## config.mk

```make
export PLATFORM = sky130hd
export DESIGN_NAME = outline_points_to_path_commands
export DESIGN_NICKNAME = d
export VERILOG_FILES = /design/src/rtl/optpc_pkg.sv /design/src/rtl/outline_points_to_path_commands.sv /design/src/rtl/optpc_front.sv /design/src/rtl/optpc_queue.sv /design/src/rtl/optpc_back.sv
export SDC_FILE = /design/constraint.sdc
export NUM_CORES = 2
export LEC_CHECK = 0
export BUFFER_PORTS_ARGS = -buffer_cell sky130_fd_sc_hd__buf_2
export CAP_MARGIN = 20
export CORE_MARGIN = 1.5
export CORE_UTILIZATION = 30
export DETAILED_ROUTE_END_ITERATION = 12
export GPL_TIMING_DRIVEN = 0
export PLACE_DENSITY = 0.5
export SYNTH_ARGS = -nofsm -noshare
export SYNTH_HDL_FRONTEND = slang
export SYNTH_SLANG_ARGS = --single-unit
```

## constraint.sdc

```tcl
create_clock -name clk -period 40.8 [get_ports clk]
set_clock_uncertainty 0.1 [all_clocks]
set_input_delay 10.2 -clock clk [delete_from_list [all_inputs] [get_ports clk]]
set_output_delay 10.2 -clock clk [all_outputs]
set_load 0.05 [all_outputs]
```

## src/rtl/optpc_pkg.sv

```systemverilog
// Shared types, codes and widths for the outline point to path command converter.
// No dependencies.
package optpc_pkg;

	localparam int COORD_BITS  = 24;
	localparam int IN_TDATA_W  = ((2 * COORD_BITS + 7) / 8) * 8;
	localparam int OUT_TDATA_W = ((8 * COORD_BITS + 7) / 8) * 8;
	localparam int QDEPTH      = 4;
	localparam int QA          = $clog2(QDEPTH);

	localparam logic [1:0] K_CONIC  = 2'd0;
	localparam logic [1:0] K_ON     = 2'd1;
	localparam logic [1:0] K_CUBIC  = 2'd2;
	localparam logic [1:0] K_ON_ALT = 2'd3;

	localparam logic [1:0] OP_MOVE  = 2'd0;
	localparam logic [1:0] OP_LINE  = 2'd1;
	localparam logic [1:0] OP_CUBIC = 2'd2;
	localparam logic [1:0] OP_CLOSE = 2'd3;

	typedef logic signed [COORD_BITS-1:0] coord_t;

	typedef struct packed {
		logic [1:0] op;
		coord_t     from_x;
		coord_t     from_y;
		coord_t     c1_x;
		coord_t     c1_y;
		coord_t     c2_x;
		coord_t     c2_y;
		coord_t     to_x;
		coord_t     to_y;
	} cmd_t;

	// one queue entry: the commands caused by one point
	typedef struct packed {
		logic two;
		cmd_t cmd0;
		cmd_t cmd1;
	} job_t;

	typedef struct packed {
		logic valid;
		job_t job;
	} push_t;

	typedef struct packed {
		logic empty;
		logic full;
		job_t head;
	} qstat_t;

	function automatic cmd_t mk_cmd(input logic [1:0] op, input coord_t fx, input coord_t fy,
		input coord_t ax, input coord_t ay, input coord_t bx, input coord_t by,
		input coord_t tx, input coord_t ty);
		cmd_t c;
		c.op     = op;
		c.from_x = fx;
		c.from_y = fy;
		c.c1_x   = ax;
		c.c1_y   = ay;
		c.c2_x   = bx;
		c.c2_y   = by;
		c.to_x   = tx;
		c.to_y   = ty;
		return c;
	endfunction

endpackage

```

## src/rtl/outline_points_to_path_commands.sv

```systemverilog
// Top level of the outline point to path command converter.
// Depends on optpc_pkg, optpc_front, optpc_queue and optpc_back.
//
// Outline points go in one a cycle while the job queue is not full: px, py in tdata, kind
// in tuser, last point of a contour on tlast. Each point gives zero, one or two path commands
// (move, line, cubic, close) on the output stream, with tlast on the final command of that
// point; conic segments come out as cubics with both controls equal to the conic control.
// A point giving two commands (a move or segment plus the closing command) has them sent one
// after the other from the output register. The front end and the output register are parted
// by a four-entry job queue, so input is taken while earlier commands still wait at the output.
module outline_points_to_path_commands import optpc_pkg::*; (
	input  logic                   clk,
	input  logic                   arst_n,
	input  logic                   s_tvalid,
	output logic                   s_tready,
	input  logic [IN_TDATA_W-1:0]  s_tdata,   // px, py
	input  logic [1:0]             s_tuser,   // kind
	input  logic                   s_tlast,   // contour_end
	output logic                   m_tvalid,
	input  logic                   m_tready,
	output logic [OUT_TDATA_W-1:0] m_tdata,   // from_x, from_y, c1_x, c1_y, c2_x, c2_y, to_x, to_y
	output logic [1:0]             m_tuser,   // op
	output logic                   m_tlast    // last_of_run
);

	push_t  push;
	qstat_t qstat;
	logic   pop;

	optpc_front u_front (
		.clk      (clk),
		.arst_n   (arst_n),
		.s_tvalid (s_tvalid),
		.s_tready (s_tready),
		.s_tdata  (s_tdata),
		.s_tuser  (s_tuser),
		.s_tlast  (s_tlast),
		.qstat    (qstat),
		.push     (push)
	);

	optpc_queue u_queue (
		.clk    (clk),
		.arst_n (arst_n),
		.push   (push),
		.pop    (pop),
		.qstat  (qstat)
	);

	optpc_back u_back (
		.clk      (clk),
		.arst_n   (arst_n),
		.qstat    (qstat),
		.pop      (pop),
		.m_tvalid (m_tvalid),
		.m_tready (m_tready),
		.m_tdata  (m_tdata),
		.m_tuser  (m_tuser),
		.m_tlast  (m_tlast)
	);

endmodule

```

## src/rtl/optpc_front.sv

```systemverilog
// Front end: takes outline points, tracks contour state and builds the commands of each point.
// Depends on optpc_pkg.
module optpc_front import optpc_pkg::*; (
	input  logic                  clk,
	input  logic                  arst_n,
	input  logic                  s_tvalid,
	output logic                  s_tready,
	input  logic [IN_TDATA_W-1:0] s_tdata,  // px, py
	input  logic [1:0]            s_tuser,  // kind
	input  logic                  s_tlast,  // contour_end
	input  qstat_t                qstat,
	output push_t                 push
);

	localparam coord_t ZC = '0;

	logic [1:0] prev_kind_q, start_kind_q;
	logic       awaiting_q;
	coord_t     ca_x_q, ca_y_q, cb_x_q, cb_y_q, pen_x_q, pen_y_q;
	coord_t     cs_x_q, cs_y_q, la_x_q, la_y_q, lb_x_q, lb_y_q;

	logic [1:0] prev_kind_n, start_kind_n, kind_n;
	logic       awaiting_n, accept;
	coord_t     ca_x_n, ca_y_n, cb_x_n, cb_y_n, pen_x_n, pen_y_n;
	coord_t     cs_x_n, cs_y_n, la_x_n, la_y_n, lb_x_n, lb_y_n;
	coord_t     p_x, p_y, mid_x, mid_y;
	logic signed [COORD_BITS:0] sum_x, sum_y;
	logic       a_v, b_v;
	cmd_t       cmd_a, cmd_b;

	assign s_tready = !qstat.full;
	assign accept   = s_tvalid && s_tready;
	assign p_x      = s_tdata[COORD_BITS-1:0];
	assign p_y      = s_tdata[2*COORD_BITS-1:COORD_BITS];
	assign kind_n   = (s_tuser == K_ON_ALT) ? K_ON : s_tuser;

	// implied on-curve point between two conic controls, floor of the mean
	assign sum_x = {p_x[COORD_BITS-1], p_x} + {ca_x_q[COORD_BITS-1], ca_x_q};
	assign sum_y = {p_y[COORD_BITS-1], p_y} + {ca_y_q[COORD_BITS-1], ca_y_q};
	assign mid_x = sum_x[COORD_BITS:1];
	assign mid_y = sum_y[COORD_BITS:1];

	always_comb begin
		prev_kind_n  = kind_n;
		start_kind_n = start_kind_q;
		awaiting_n   = awaiting_q;
		ca_x_n = ca_x_q;  ca_y_n = ca_y_q;
		cb_x_n = cb_x_q;  cb_y_n = cb_y_q;
		pen_x_n = pen_x_q; pen_y_n = pen_y_q;
		cs_x_n = cs_x_q;  cs_y_n = cs_y_q;
		la_x_n = la_x_q;  la_y_n = la_y_q;
		lb_x_n = lb_x_q;  lb_y_n = lb_y_q;
		a_v   = 1'b0;
		b_v   = 1'b0;
		cmd_a = mk_cmd(OP_LINE, ZC, ZC, ZC, ZC, ZC, ZC, p_x, p_y);
		cmd_b = mk_cmd(OP_CLOSE, ZC, ZC, ZC, ZC, ZC, ZC, ZC, ZC);

		if (awaiting_q) begin
			if (kind_n == K_ON) begin
				a_v = 1'b1;
				cmd_a = mk_cmd(OP_MOVE, ZC, ZC, ZC, ZC, ZC, ZC, p_x, p_y);
				pen_x_n = p_x; pen_y_n = p_y;
				cs_x_n  = p_x; cs_y_n  = p_y;
				awaiting_n = 1'b0;
			end else begin
				if (kind_n == K_CUBIC && prev_kind_q == K_CUBIC) begin
					lb_x_n = p_x; lb_y_n = p_y;
				end else begin
					la_x_n = p_x; la_y_n = p_y;
					lb_x_n = p_x; lb_y_n = p_y;
				end
				start_kind_n = kind_n;
			end
		end else if (kind_n == K_CONIC) begin
			if (prev_kind_q == K_CONIC) begin
				a_v = 1'b1;
				cmd_a = mk_cmd(OP_CUBIC, pen_x_q, pen_y_q, ca_x_q, ca_y_q, ca_x_q, ca_y_q,
					mid_x, mid_y);
				pen_x_n = mid_x; pen_y_n = mid_y;
			end
			ca_x_n = p_x; ca_y_n = p_y;
			cb_x_n = p_x; cb_y_n = p_y;
		end else if (kind_n == K_CUBIC) begin
			if (prev_kind_q == K_CUBIC) begin
				cb_x_n = p_x; cb_y_n = p_y;
			end else begin
				ca_x_n = p_x; ca_y_n = p_y;
				cb_x_n = p_x; cb_y_n = p_y;
			end
		end else begin
			a_v = 1'b1;
			case (prev_kind_q)
				K_CONIC: cmd_a = mk_cmd(OP_CUBIC, pen_x_q, pen_y_q, ca_x_q, ca_y_q,
					ca_x_q, ca_y_q, p_x, p_y);
				K_CUBIC: cmd_a = mk_cmd(OP_CUBIC, pen_x_q, pen_y_q, ca_x_q, ca_y_q,
					cb_x_q, cb_y_q, p_x, p_y);
				default: cmd_a = mk_cmd(OP_LINE, ZC, ZC, ZC, ZC, ZC, ZC, p_x, p_y);
			endcase
			pen_x_n = p_x; pen_y_n = p_y;
		end

		if (s_tlast) begin
			if (!awaiting_n) begin
				b_v = 1'b1;
				case (kind_n)
					K_CONIC: cmd_b = mk_cmd(OP_CUBIC, pen_x_n, pen_y_n, ca_x_n, ca_y_n,
						ca_x_n, ca_y_n, cs_x_n, cs_y_n);
					K_CUBIC: cmd_b = mk_cmd(OP_CUBIC, pen_x_n, pen_y_n, ca_x_n, ca_y_n,
						cb_x_n, cb_y_n, cs_x_n, cs_y_n);
					default: begin
						if (start_kind_n == K_ON)
							cmd_b = mk_cmd(OP_CLOSE, ZC, ZC, ZC, ZC, ZC, ZC, ZC, ZC);
						else
							cmd_b = mk_cmd(OP_CUBIC, pen_x_n, pen_y_n, la_x_n, la_y_n,
								lb_x_n, lb_y_n, cs_x_n, cs_y_n);
					end
				endcase
				pen_x_n = cs_x_n; pen_y_n = cs_y_n;
			end
			awaiting_n   = 1'b1;
			prev_kind_n  = K_ON;
			start_kind_n = K_ON;
		end
	end

	always_comb begin
		push.valid    = accept && (a_v || b_v);
		push.job.two  = a_v && b_v;
		push.job.cmd0 = a_v ? cmd_a : cmd_b;
		push.job.cmd1 = cmd_b;
	end

	always_ff @(posedge clk or negedge arst_n) begin
		if (!arst_n) begin
			prev_kind_q  <= K_ON;
			start_kind_q <= K_ON;
			awaiting_q   <= 1'b1;
			ca_x_q <= '0;  ca_y_q <= '0;
			cb_x_q <= '0;  cb_y_q <= '0;
			pen_x_q <= '0; pen_y_q <= '0;
			cs_x_q <= '0;  cs_y_q <= '0;
			la_x_q <= '0;  la_y_q <= '0;
			lb_x_q <= '0;  lb_y_q <= '0;
		end else if (accept) begin
			prev_kind_q  <= prev_kind_n;
			start_kind_q <= start_kind_n;
			awaiting_q   <= awaiting_n;
			ca_x_q <= ca_x_n;   ca_y_q <= ca_y_n;
			cb_x_q <= cb_x_n;   cb_y_q <= cb_y_n;
			pen_x_q <= pen_x_n; pen_y_q <= pen_y_n;
			cs_x_q <= cs_x_n;   cs_y_q <= cs_y_n;
			la_x_q <= la_x_n;   la_y_q <= la_y_n;
			lb_x_q <= lb_x_n;   lb_y_q <= lb_y_n;
		end
	end

endmodule

```

## src/rtl/optpc_queue.sv

```systemverilog
// Short job queue between the front end and the command output stage.
// Depends on optpc_pkg.
module optpc_queue import optpc_pkg::*; (
	input  logic   clk,
	input  logic   arst_n,
	input  push_t  push,
	input  logic   pop,
	output qstat_t qstat
);

	job_t          mem_q [QDEPTH];
	logic [QA-1:0] wr_ptr_q, rd_ptr_q;
	logic [QA:0]   count_q;
	logic          do_push, do_pop;

	assign qstat.full  = (count_q == (QA+1)'(QDEPTH));
	assign qstat.empty = (count_q == '0);
	assign qstat.head  = mem_q[rd_ptr_q];
	assign do_push     = push.valid && !qstat.full;
	assign do_pop      = pop && !qstat.empty;

	always_ff @(posedge clk) begin
		if (do_push)
			mem_q[wr_ptr_q] <= push.job;
	end

	always_ff @(posedge clk or negedge arst_n) begin
		if (!arst_n) begin
			wr_ptr_q <= '0;
			rd_ptr_q <= '0;
			count_q  <= '0;
		end else begin
			if (do_push)
				wr_ptr_q <= wr_ptr_q + 1'b1;
			if (do_pop)
				rd_ptr_q <= rd_ptr_q + 1'b1;
			case ({do_push, do_pop})
				2'b10:   count_q <= count_q + 1'b1;
				2'b01:   count_q <= count_q - 1'b1;
				default: count_q <= count_q;
			endcase
		end
	end

endmodule

```

## src/rtl/optpc_back.sv

```systemverilog
// Back end: unpacks queued jobs into single commands and holds the output register.
// Depends on optpc_pkg.
module optpc_back import optpc_pkg::*; (
	input  logic                   clk,
	input  logic                   arst_n,
	input  qstat_t                 qstat,
	output logic                   pop,
	output logic                   m_tvalid,
	input  logic                   m_tready,
	output logic [OUT_TDATA_W-1:0] m_tdata,  // from_x, from_y, c1_x, c1_y, c2_x, c2_y, to_x, to_y
	output logic [1:0]             m_tuser,  // op
	output logic                   m_tlast   // last_of_run
);

	logic out_valid_q, pend_q, out_last_q, out_free;
	cmd_t out_cmd_q, pend_cmd_q;

	assign out_free = !out_valid_q || m_tready;
	assign pop      = out_free && !pend_q && !qstat.empty;

	always_ff @(posedge clk or negedge arst_n) begin
		if (!arst_n) begin
			out_valid_q <= 1'b0;
			pend_q      <= 1'b0;
		end else if (out_free) begin
			if (pend_q) begin
				out_valid_q <= 1'b1;
				pend_q      <= 1'b0;
			end else if (!qstat.empty) begin
				out_valid_q <= 1'b1;
				pend_q      <= qstat.head.two;
			end else begin
				out_valid_q <= 1'b0;
			end
		end
	end

	always_ff @(posedge clk) begin
		if (out_free) begin
			if (pend_q) begin
				out_cmd_q  <= pend_cmd_q;
				out_last_q <= 1'b1;
			end else if (!qstat.empty) begin
				out_cmd_q  <= qstat.head.cmd0;
				out_last_q <= !qstat.head.two;
				pend_cmd_q <= qstat.head.cmd1;
			end
		end
	end

	assign m_tvalid = out_valid_q;
	assign m_tuser  = out_cmd_q.op;
	assign m_tlast  = out_last_q;
	assign m_tdata  = OUT_TDATA_W'({out_cmd_q.to_y, out_cmd_q.to_x, out_cmd_q.c2_y,
		out_cmd_q.c2_x, out_cmd_q.c1_y, out_cmd_q.c1_x, out_cmd_q.from_y, out_cmd_q.from_x});

endmodule

```

# Yosys cells after proc, flatten, opt, wreduce, memory -nomap -nowiden
# Memory sizes are Yosys's and may differ from the RTL's.
# Index checks and enable logic that the tools add are counted.
# W data, S select, Z words.
# totals
register_bits,691
latchBits,0
mem_bits_rw,1556
mem_bits_ro,0
in_bits,55
wordCells,156
mem_count,1
# classes
addsub,6
n_mul,0
div_mod_pow,0
magnitude_cmp,0
eq_ne,9
shift,0
mux,78
bitwise_logic,2
reduce_logical,21
# memory_table
name,words,word_bits,rd,rd_ports_with_merged_regs,write_ports,line,rtl
u_queue.mem_q,4,389,1,0,1,optpc_queue.sv:11,job_t mem_q [QDEPTH];
# ops
operator,count
$mux W194,9
$mux W24,42
$pmux W194 S2,2
$mux W193,2
$add A24 B24 Y25,2
$mux W1,17
$mux W2,5
$eq A2 B2 Y1 const B,4
$logic_and A1 B1 Y1,8
$eq A2 B1 Y1 const B,3
$pmux W3 S2,1
$logic_not A1 Y1,5
$add A2 B1 Y2 const B,2
$logic_not A2 Y1,2
$add A3 B1 Y3 const B,1
$eq A3 B3 Y1 const B,1
$logic_not A3 Y1,1
$reduce_and A3 Y1,1
$sub A3 B1 Y3 const B,1
$logic_or A1 B1 Y1,2
$ne A2 B2 Y1 const B,1
$not A1 Y1,2
$reduce_and A2 Y1,1
$reduce_bool A2 Y1,1

# Depth between registers and ports, before layout
# logic_depth
word_depth,12
mapped_depth,13
depth_no_buf,11

# By module
# A second synthesis with hierarchy kept.
# unflattened
cells_unflattened,5142
hier_area_um2,91795.5
# modules_own_cells
mod,n_inst,cells_per_inst,area_each_um2
optpc_queue,1,2070,56569.3
optpc_front,1,2454,20676.1
optpc_back,1,618,14550.2

# Worst setup path after synthesis
# No wires, ideal clock.
# synth_path
path_type,input -> register
startpoint,input m_tready
endpoint,"register u_back.pend_cmd_q[0] in the netlist's numbering, enable pin"
setup_time_ns,0.984
arrival_ns,23.260
path_slack_ns,16.456
stages,2
path_cell_list,nor2b_1 > nor3_1
# synth_via
elab_chain_len,2
# synth_rtl
element,line,rtl
start: declaration,outline_points_to_path_commands.sv:20,"input logic m_tready,"
$logic_or A1 B1 Y1,optpc_back.sv:18,assign out_free = !out_valid_q || m_tready;
$reduce_and A3 Y1 (no line),-,
end signal: assignment,optpc_back.sv:46,pend_cmd_q <= qstat.head.cmd1;
end: declaration,optpc_back.sv:16,"cmd_t out_cmd_q, pend_cmd_q;"
# No other way between the ends.
# A chain may end at the register's enable or synchronous reset.

# Worst setup path in the final report
# layout_path
startpoint,input s_tuser[1]
endpoint,"memory u_queue.mem_q[0][108] in the netlist's numbering, enable pin"
# layout_via
elab_chain_len,12
word_cells_on_any_way,18
classes_between,3 x eq/ne; 11 x mux; 4 x reduce/logical
# layout_rtl
element,line,rtl
start: declaration,outline_points_to_path_commands.sv:17,"input logic [1:0] s_tuser,"
$eq A2 B2 Y1,optpc_front.sv:35,assign kind_n = (s_tuser == K_ON_ALT) ? K_ON : s_tuser;
$mux W2 (*),optpc_front.sv:35,
$eq A2 B1 Y1,optpc_front.sv:59,if (kind_n == K_ON) begin
$mux W1,optpc_front.sv:59,
$mux W1,optpc_front.sv:58,if (awaiting_q) begin
$mux W1,optpc_front.sv:103,if (!awaiting_n) begin
$mux W1,optpc_front.sv:102,if (s_tlast) begin
$logic_or A1 B1 Y1 (*),optpc_front.sv:127,push.valid = accept && (a_v || b_v);
$logic_and A1 B1 Y1 (*),optpc_front.sv:127,
$logic_and A1 B1 Y1 (*),optpc_queue.sv:19,assign do_push = push.valid && !qstat.full;
$mux W1 (*),optpc_queue.sv:23,if (do_push)
$mux W1 (implied by the code) (*),optpc_queue.sv:24,mem_q[wr_ptr_q] <= push.job;
end: declaration,optpc_queue.sv:11,
# Every way passes the cells marked *; elsewhere a longest branch is shown, timed or not.

==> summary.txt <==
Wire per inst = 29.89 um
Clock transition at path regs = 0.06 ns
Maximum Capacitance Violations = 0
Pre-antenna DRT Iters = 6
TritonCTS clock tree = done
Max H-tree Level = 5
Syn avg cell area = 17.78 um^2
Crit path time final = 14.50 ns
R2r setup slk = 35.24 ns
Cells after Synth = 5,124
Largest net degree at the start of global routing = 113
Worst VDD drop = 51.06 uV
Drt via density = 5.213
Cell depth of the worst flop-to-flop path = 12
Leak = 36.98 nW
Core area = 302,500 um^2
Area share of the leading cell type in the synthesized netlist = 0.6396
Slew HR = 0.1224
Die span in y = 554.0 um
Worst Tran Pin Value = 1.308 ns
Clk network pwr share = 0.262
Yosys top cell by area = edfxtp_1
Num Clock Sinks = 2,242
HP Class = flip-flop to flip-flop
Area grow syn2layout = 18.25%
Reg2reg end = u_queue.mem_q[0][108]$_DFFE_PP_
I/O pin count = 252
CP max FO = 50
RSZ-0062 raised after global routing = false
CTS root buf = clkbuf_16
Final WL = 297.2 mm
Power Density = 84.14 nW/um^2
Startpoint types = input pin
First-pass GRT wire length = 411.1 mm
Mapped Area = 91,080 um^2
Critical R2R Launch = u_front.awaiting_q$_DFFE_PN1P_
DRC viols = 0
Final period util = 0.3555
Clock insertion delay at the later pin of the skew report = 0.91 ns
Switch share = 0.3611
Initial antenna violation count = 80
Clock buffer count from CTS = 266
Post-CTS Setup Bufs = 0
Total track usage = 0.1895
DP Cell Count = 9,436
Post-CTS Resized = 0
HPWL after DPL = 209.8 mm
Hold endpoint = u_front.cs_x_q[3]$_DFFE_PN0P_
Initial core utilization = 0.3011
Status = finished clean
Unique masters post-synth = 93
Max Freq = 68.95 MHz
Final hold slack = 0.3848 ns
Worst path required time = 41.23 ns
Routability cong. = 0.9459
Post-synthesis sequential area ratio = 0.7226
Vias = 51.84k
Main synth FF type = edfxtp_1
Remaining antenna violation count = 0
Number of port buffers = 249
Initial drt markers = 5,373
Congestion Overflow GR = 0
Number of synthesized flops with an enable pin = 1,940
Post-synth top cells = 1,940 x edfxtp_1, 388 x mux4_2, 378 x mux2_2, 377 x nor2_1, 299 x dfrtp_1
Nets = 5,838
# rows = 202
Combinational share of power = 0.334
Synth area leaders = edfxtp_1 64%, mux4_2 9.6%, dfrtp_1 8.2%, mux2_2 4.7%, nor2_1 1.6%
Hold Vio Cnt, Final = 0
Hold path startpoint = u_front.cs_x_q[3]$_DFFE_PN0P_
Cell with the most instances after synthesis = edfxtp_1
Syn nets = 5,233
Internal cell power = 5.790 mW
CP Launch Point = s_tuser[1]
Hold depth = 2
Register bit total from synthesis = 2,242
Clock buffer depth = 4
Critical Path AT = 14.93 ns
Worst setup EP type = flip-flop
Type of the worst setup path = input pin to flip-flop
Seq pwr share = 0.404
Vias in the first global route = 51.69k
Synthesis Warnings = 0
Async SR Flop Fraction = 0.1347
Final setup viols = 0
Die Wd = 554.0 um
Die area = 306,900 um^2
Share of cells above drive strength 1 = 0.2836
Final cell count without fillers = 9,943
# hold bufs at CTS = 0
Sw Pwr = 3.273 mW
Fin. max-slew vios = 0
==> power groups by stage <==
| stage | logic (mW) | clock network [mW] | registers (mW) |
|---|---|---|---|
| 2_1_floorplan | 1.58 | 0 | 4.07 |
| 3_3_place_gp | 2.94 | 0 | 4.01 |
| 3_5_place_dp | 3.06 | 0 | 3.70 |
| 4_1_cts | 3.07 | 2.43 | 3.66 |
| 5_1_grt | 3.22 | 2.51 | 3.70 |
| 6_report | 3.03 | 2.38 | 3.66 |
==> layer usage <==
| layer | part of all wire | vias to the layer above | wire, um | GRT usage |
|---|---|---|---|---|
| met5 | 0.00020 | - | 58 | 0 |
| met4 | 0.037 | 10 | 10960 | 0.07345 |
| met3 | 0.062 | 574 | 18570 | 0.03251 |
| met2 | 0.47 | 2074 | 141200 | 0.3045 |
| met1 | 0.43 | 27496 | 126500 | 0.2554 |
| li1 | - | 21683 | - | - |
==> stage by stage <==
| stage | total power [mW] | setup WS (ns) | util | TNS (ns) | area (um^2) |
|---|---|---|---|---|---|
| global route | 9.433 | 26.12 | 0.3559 | 0 | 107700 |
| floorplan | 5.645 | 16.46 | - | 0 | 91080 |
| global placement | 6.958 | -0.04065 | 0.3216 | -1.124 | 97310 |
| CTS | 9.164 | 26.35 | 0.3557 | 0 | 107600 |
| detailed placement | 6.757 | 25.40 | 0.3271 | 0 | 98970 |
| finish | 9.063 | 26.30 | 0.3560 | 0 | 107700 |
==> kinds of logic after synthesis <==
family,synth area share
muxes,0.1553
AOI/OAI and AO/OA,0.05695
buffers and inverters,0.01809
DFF,0.7226
and+or+nand+nor,0.03535
xor gates and xnor gates,0.004025
adders and majority gates,0.007665
==> area by class of cell <==
| cell class | count | area, um^2 |
|---|---|---|
| clock inverter | 159 | 1654 |
| buffer | 345 | 1550 |
| clock buffer | 322 | 7004 |
| inverter | 28 | 105.1 |
| multi-input combinational | 2509 | 23640 |
| timing repair buffer | 337 | 2900 |
| fill | 28436 | 194800 |
| antenna | 23 | 57.56 |
| tap | 3978 | 4977 |
| sequential | 2242 | 65820 |
==> critical path, cell delays in order <==
cell	delay [ns]
buf_2	0.22
nor4_4	0.55
nor2_1	0.42
a21oi_1	0.37
buf_2	0.37
buf_2	0.32
and2_4	0.73
buf_16	0.32
buf_16	0.29
buf_16	0.27
buf_16	0.29
buf_16	0.29
==> flip-flops by register name (all words and copies together), names as in the netlist, 3 cells and up <==
| signal | flops |
|---|---|
| u_back.m_tdata | 192 |
| u_back.pend_cmd_q | 193 |
| u_front.ca_x_q | 24 |
| u_front.ca_y_q | 24 |
| u_front.cb_x_q | 24 |
| u_front.cb_y_q | 24 |
| u_front.cs_x_q | 24 |
| u_front.cs_y_q | 24 |
| u_front.la_x_q | 24 |
| u_front.la_y_q | 24 |
| u_front.lb_x_q | 24 |
| u_front.lb_y_q | 24 |
| u_front.pen_x_q | 24 |
| u_front.pen_y_q | 24 |
| u_queue.count_q | 3 |
| u_queue.mem_q | 1552 |
==> layout by cell type (no fill, tap or decap), types with 36 or more instances in the layout <==
cell | Yosys | layout
a211oi_1 | 60 | 60
a21oi_1 | 219 | 219
a22o_1 | 52 | 52
a22oi_1 | 50 | 50
buf_1 | 40 | 40
buf_2 | 129 | 377
clkbuf_1 | 157 | 200
clkbuf_16 | 0 | 272
clkinv_1 | 0 | 53
clkinv_2 | 0 | 37
dfrtp_1 | 299 | 299
edfxtp_1 | 1940 | 1940
ha_1 | 51 | 51
mux2_2 | 378 | 378
mux2i_1 | 115 | 115
mux4_2 | 388 | 388
nand2_1 | 201 | 201
nor2_1 | 377 | 376
nor2b_1 | 36 | 36
o21ai_0 | 157 | 156
o22ai_1 | 42 | 42
o32ai_1 | 48 | 48
==> worst max-delay path by stage <==
| stage | end | slack, ns | cells past startpoint |
|---|---|---|---|
| 2_1_floorplan | u_back.pend_cmd_q[0]$_DFFE_PP_ | 16.46 | 2 |
| 3_3_place_gp | u_back.pend_cmd_q[104]$_DFFE_PP_ | -0.04 | 3 |
| 5_1_grt | u_queue.mem_q[0][108]$_DFFE_PP_ | 26.12 | 12 |
| 4_1_cts | u_queue.mem_q[0][305]$_DFFE_PP_ | 26.35 | 12 |
| 6_report | u_queue.mem_q[0][108]$_DFFE_PP_ | 26.30 | 12 |
| 3_5_place_dp | u_queue.mem_q[0][305]$_DFFE_PP_ | 25.40 | 12 |
Note: power is estimated with default switching activity, not from simulation.
